## config.mk

```make
export PLATFORM = sky130hd
export DESIGN_NAME = sip_queue
export DESIGN_NICKNAME = d
export VERILOG_FILES = /design/src/design/sip_pkg.sv /design/src/design/sip_queue.sv
export SDC_FILE = /design/constraint.sdc
export NUM_CORES = 1
export LEC_CHECK = 0
export BUFFER_PORTS_ARGS = -buffer_cell sky130_fd_sc_hd__buf_4
export CAP_MARGIN = 25
export CORE_UTILIZATION = 35
export CTS_CLUSTER_SIZE = 16
export DETAILED_ROUTE_END_ITERATION = 8
export PLACE_DENSITY = 0.54
export SKIP_CTS_REPAIR_TIMING = 1
export SYNTH_ARGS = -nofsm -noshare
export SYNTH_HDL_FRONTEND = slang
export SYNTH_SLANG_ARGS = --single-unit
```

## constraint.sdc

```tcl
create_clock -name i_clk -period 2.3 [get_ports i_clk]
set_input_delay 0.46 -clock i_clk [delete_from_list [all_inputs] [get_ports i_clk]]
set_output_delay 0.46 -clock i_clk [all_outputs]
set_load 0.01 [all_outputs]
```

## src/design/sip_pkg.sv

```systemverilog
`default_nettype none
// ----------------------------------------------------------------------------
// Segment intersection package
// Shared constants for the front part (classification), the queue and
// the back part (division and point).
// ----------------------------------------------------------------------------
package sip_pkg;

    localparam int COORD_BITS_DEF = 16;
    localparam int FRAC_BITS_DEF  = 16;
    localparam int OUT_BITS       = 32;
    localparam int QUEUE_DEPTH    = 4;

endpackage
`default_nettype wire
// ----------------------------------------------------------------------------

```

## src/design/sip_queue.sv

```systemverilog
`default_nettype none
// ----------------------------------------------------------------------------
// Segment intersection queue
// Short FIFO between the front and back parts. The back part drains one
// entry per cycle, so it never fills under the command interface.
// ----------------------------------------------------------------------------
module sip_queue #(
    parameter int WIDTH = 8,
    parameter int DEPTH = sip_pkg::QUEUE_DEPTH
) (
    input  wire logic             i_clk,
    input  wire logic             i_rst_n,
    input  wire logic             i_push,
    input  wire logic [WIDTH-1:0] i_data,
    input  wire logic             i_pop,
    output logic                  o_empty,
    output logic [WIDTH-1:0]      o_data
);
    localparam int AW = (DEPTH > 1) ? $clog2(DEPTH) : 1;

    logic [WIDTH-1:0] r_mem [DEPTH];
    logic [AW-1:0]    r_wp, r_rp;
    logic [AW:0]      r_cnt;

    // Pointer and fill count update.
    always_ff @(posedge i_clk) begin
        if (!i_rst_n) begin
            r_wp  <= '0;
            r_rp  <= '0;
            r_cnt <= '0;
        end else begin
            if (i_push) begin
                r_wp <= (r_wp == AW'(DEPTH - 1)) ? '0 : r_wp + 1'b1;
            end
            if (i_pop && !o_empty) begin
                r_rp <= (r_rp == AW'(DEPTH - 1)) ? '0 : r_rp + 1'b1;
            end
            r_cnt <= r_cnt + (AW+1)'(i_push) - (AW+1)'(i_pop && !o_empty);
        end
    end

    // Storage write.
    always_ff @(posedge i_clk) begin
        if (i_push) begin
            r_mem[r_wp] <= i_data;
        end
    end

    assign o_empty = (r_cnt == '0);
    assign o_data  = r_mem[r_rp];

endmodule
`default_nettype wire
// ----------------------------------------------------------------------------

```

==> impl_metrics.toml <==
[sta]
final-max-slew-violation-count = 0
min_period_ns = 1.98
timing_worst_slew_pin_value_ns = 0.443
clock_skew_ns = 0.00391
maxClockFrequency_ghz = 0.506
grt_setup_unrepaired = "no"
totalNegativeSetupSlack_ns = 0
hold_violations = 0
setup_slack_ns = 0.324
slew_headroom_pct = 70.4
timing.final.crit_share_pct = 85.9
timing.final.setup_violations = 0

[yosys]
syn-num-nets = 106
postSynthRegisterBits = 41
ys_top_cells_by_area = "edfxtp_1 59%, dfxtp_1 11%, mux4_2 11%"
synthesis.instances = 86
yosys_warnings = 0
yosysSeqAreaShare_pct = 70.6
synthesis.area_per_instance_um2 = 18.8
synth_largest_type_area_fraction_pct = 59.4
netlist_area_mm2 = 0.00162
synthDominantAreaCellType = "edfxtp_1"
synth_cell_type_count = 18

[setup_path]
crit_path_end_kind = "output pin"
critical_path_buf_inv_count = 2
cp_top_family = "multiplexers"
ff_to_ff_start = "r_cnt[1]"
path_class = "flop to output pin"
ff2ff_path_depth = 8
regToRegSetupSlack_ns = 0.33
cpMaxStageDelayCell = "mux4_2"
critical_path.most_common_cell = "buf_4"
worstPathCellList = "buf_4 > mux4_2 > buf_4"
cp_data_required_time_ns = 1.84
crit_path_max_incr_delay_ns = 0.55
cp-start-kind = "flop"
cp.arrival_ns = 1.52
worstPathMaxFanout = 8
r2r-end = "r_cnt[2]"

[routing]
routed_wirelength_um = 2500
drt-pass1-iter-count = 4
route.detailed.vias_per_inst = 4.81
route.detailed.drc = 0
vias = 793
first_iter_violations = 30
ant_nets = 0
routedWlPerCell_um = 15.2

[placed_design]
placed_cells_incl_taps = 157
finalWeightedCongestion = 0.679
pre_cts_slack_ns = 0.285
numPortBuffers = 20
cell_area_reported_after_detailed_placement_mm2 = 0.00182
hpwlAfterDp_um = 1770

[layout]
num_antenna_cells = 0
final_common_cell = "edfxtp_1"
finish.net_count = 132
stdcell_count = 165
area_growth_syn_to_layout_pct = 17.8
most_frequent_cells_in_the_layout = "32 x edfxtp_1, 21 x buf_4, 9 x dfxtp_1"
postLayoutCellArea_mm2 = 0.00190
drive_above_1_share_pct = 31.0
final.fill_count = 403

[global_routing]
antenna_found_initial = 0
overflow = 0
grt_first_pass_wirelength_um = 4170
number_of_global_route_vias_before_repair = 861
largest_net_degree_at_the_start_of_global_routing = 13
grt_usage_pct = 11.8

[floorplanning]
total_i_o_pin_count = 21
rows = 24
core_region_area_mm2 = 0.00438
die-width_um = 70.0
start_util_pct = 36.9
die_height_um = 70.0
dieArea_mm2 = 0.00489

[clock_tree]
tritoncts = "built"
cts_num_sinks = 41
insertion_delay_ns = 0.28
cts-buffers-inserted = 5
maximum_level_of_the_cts_h_tree = 2
ctsLongestPathBuffers = 2
clkTransAtPathRegs_ns = 0.07
clock-root-buffer = "clkbuf_8"

[run]
maxCapViolations = 0

[power]
ir_drop_v = 0.000435
total_leakage_power_uw = 0.000704
power_density_mw_per_mm2 = 942

[hold_path]
timing.hold.worst_endpoint = "r_mem[2][1]"
holdPathStages = 1
timing.hold.worst.class = "primary input to flop"
worstHoldStart = "i_data[1]"

[outcome]
status = "finished, final reports clean"
registers in the layout, summed over array words and instances (netlist names), named ones only:
register / count
r_mem: 32
r_cnt: 3
r_rp: 2
r_wp: 2
metal layers:
layer	global-route usage, %	vias up	share of wire (%)
met5	0	-	0
met2	20.1	17	52
met3	4.33	6	4.5
met1	13.0	397	41
li1	-	373	-
met4	5.33	0	2.0
layout make-up:
type	instances	area, µm²	area share, %
Timing Repair Buffer	21	158	8.28
Sequential cell	41	1140	59.9
Inverter	6	22.5	1.18
Multi-Input combinational cell	37	437	22.9
Clock inverter	3	12.5	0.657
Tap cell	52	65.1	3.42
Clock buffer	5	68.8	3.61
worst max-delay path by stage:
stage	start	end	slack (ns)	depth (start not counted)
2_1_floorplan	r_cnt[1]	r_cnt[2]	0.45	8
3_3_place_gp	i_pop	r_cnt[2]	0.38	9
3_5_place_dp	i_pop	r_cnt[2]	0.29	9
4_1_cts	flop	o_data[3]	0.30	3
5_1_grt	r_cnt[1]	r_cnt[2]	0.19	8
6_report	flop	o_data[3]	0.32	3
Yosys cell counts:
cell type	count
a21oi_1	1
nor3_1	1
buf_6	1
fa_1	1
xnor3_1	1
dfxtp_1	9
ha_1	7
mux2i_1	3
nand2b_1	1
o31a_1	1
and2_1	5
nand2_1	3
inv_1	6
nor2_1	3
mux4_2	8
edfxtp_1	32
clkbuf_2	1
or3b_1	2
cell families after synthesis:
| logic type | share of synthesized area [%] |
|---|---|
| flops | 70.6 |
| simple gates | 5.11 |
| mux | 13.0 |
| buf+inv | 2.40 |
| fa+ha+maj | 6.66 |
| compound gates | 0.851 |
| xor+xnor | 1.39 |
report_power, final:
part           total, µW  internal (µW)  switching [µW]  leakage [µW]
sequential           915            866            49.1      0.000368
combinational        451            260             191      0.000293
clock                428            204             224     0.0000430
through the flow:
step / hold WS (ns) / power, µW / utilization, %
finish: 0.371 / 1790 / 43.4
global route: 0.353 / 1900 / 43.4
CTS: 0.360 / 1830 / 43.4
floorplan: 0.461 / 1220 / -
global placement: 0.483 / 1370 / 41.6
detailed placement: 0.515 / 1390 / 41.6
Power figures use the tool's default switching activity.
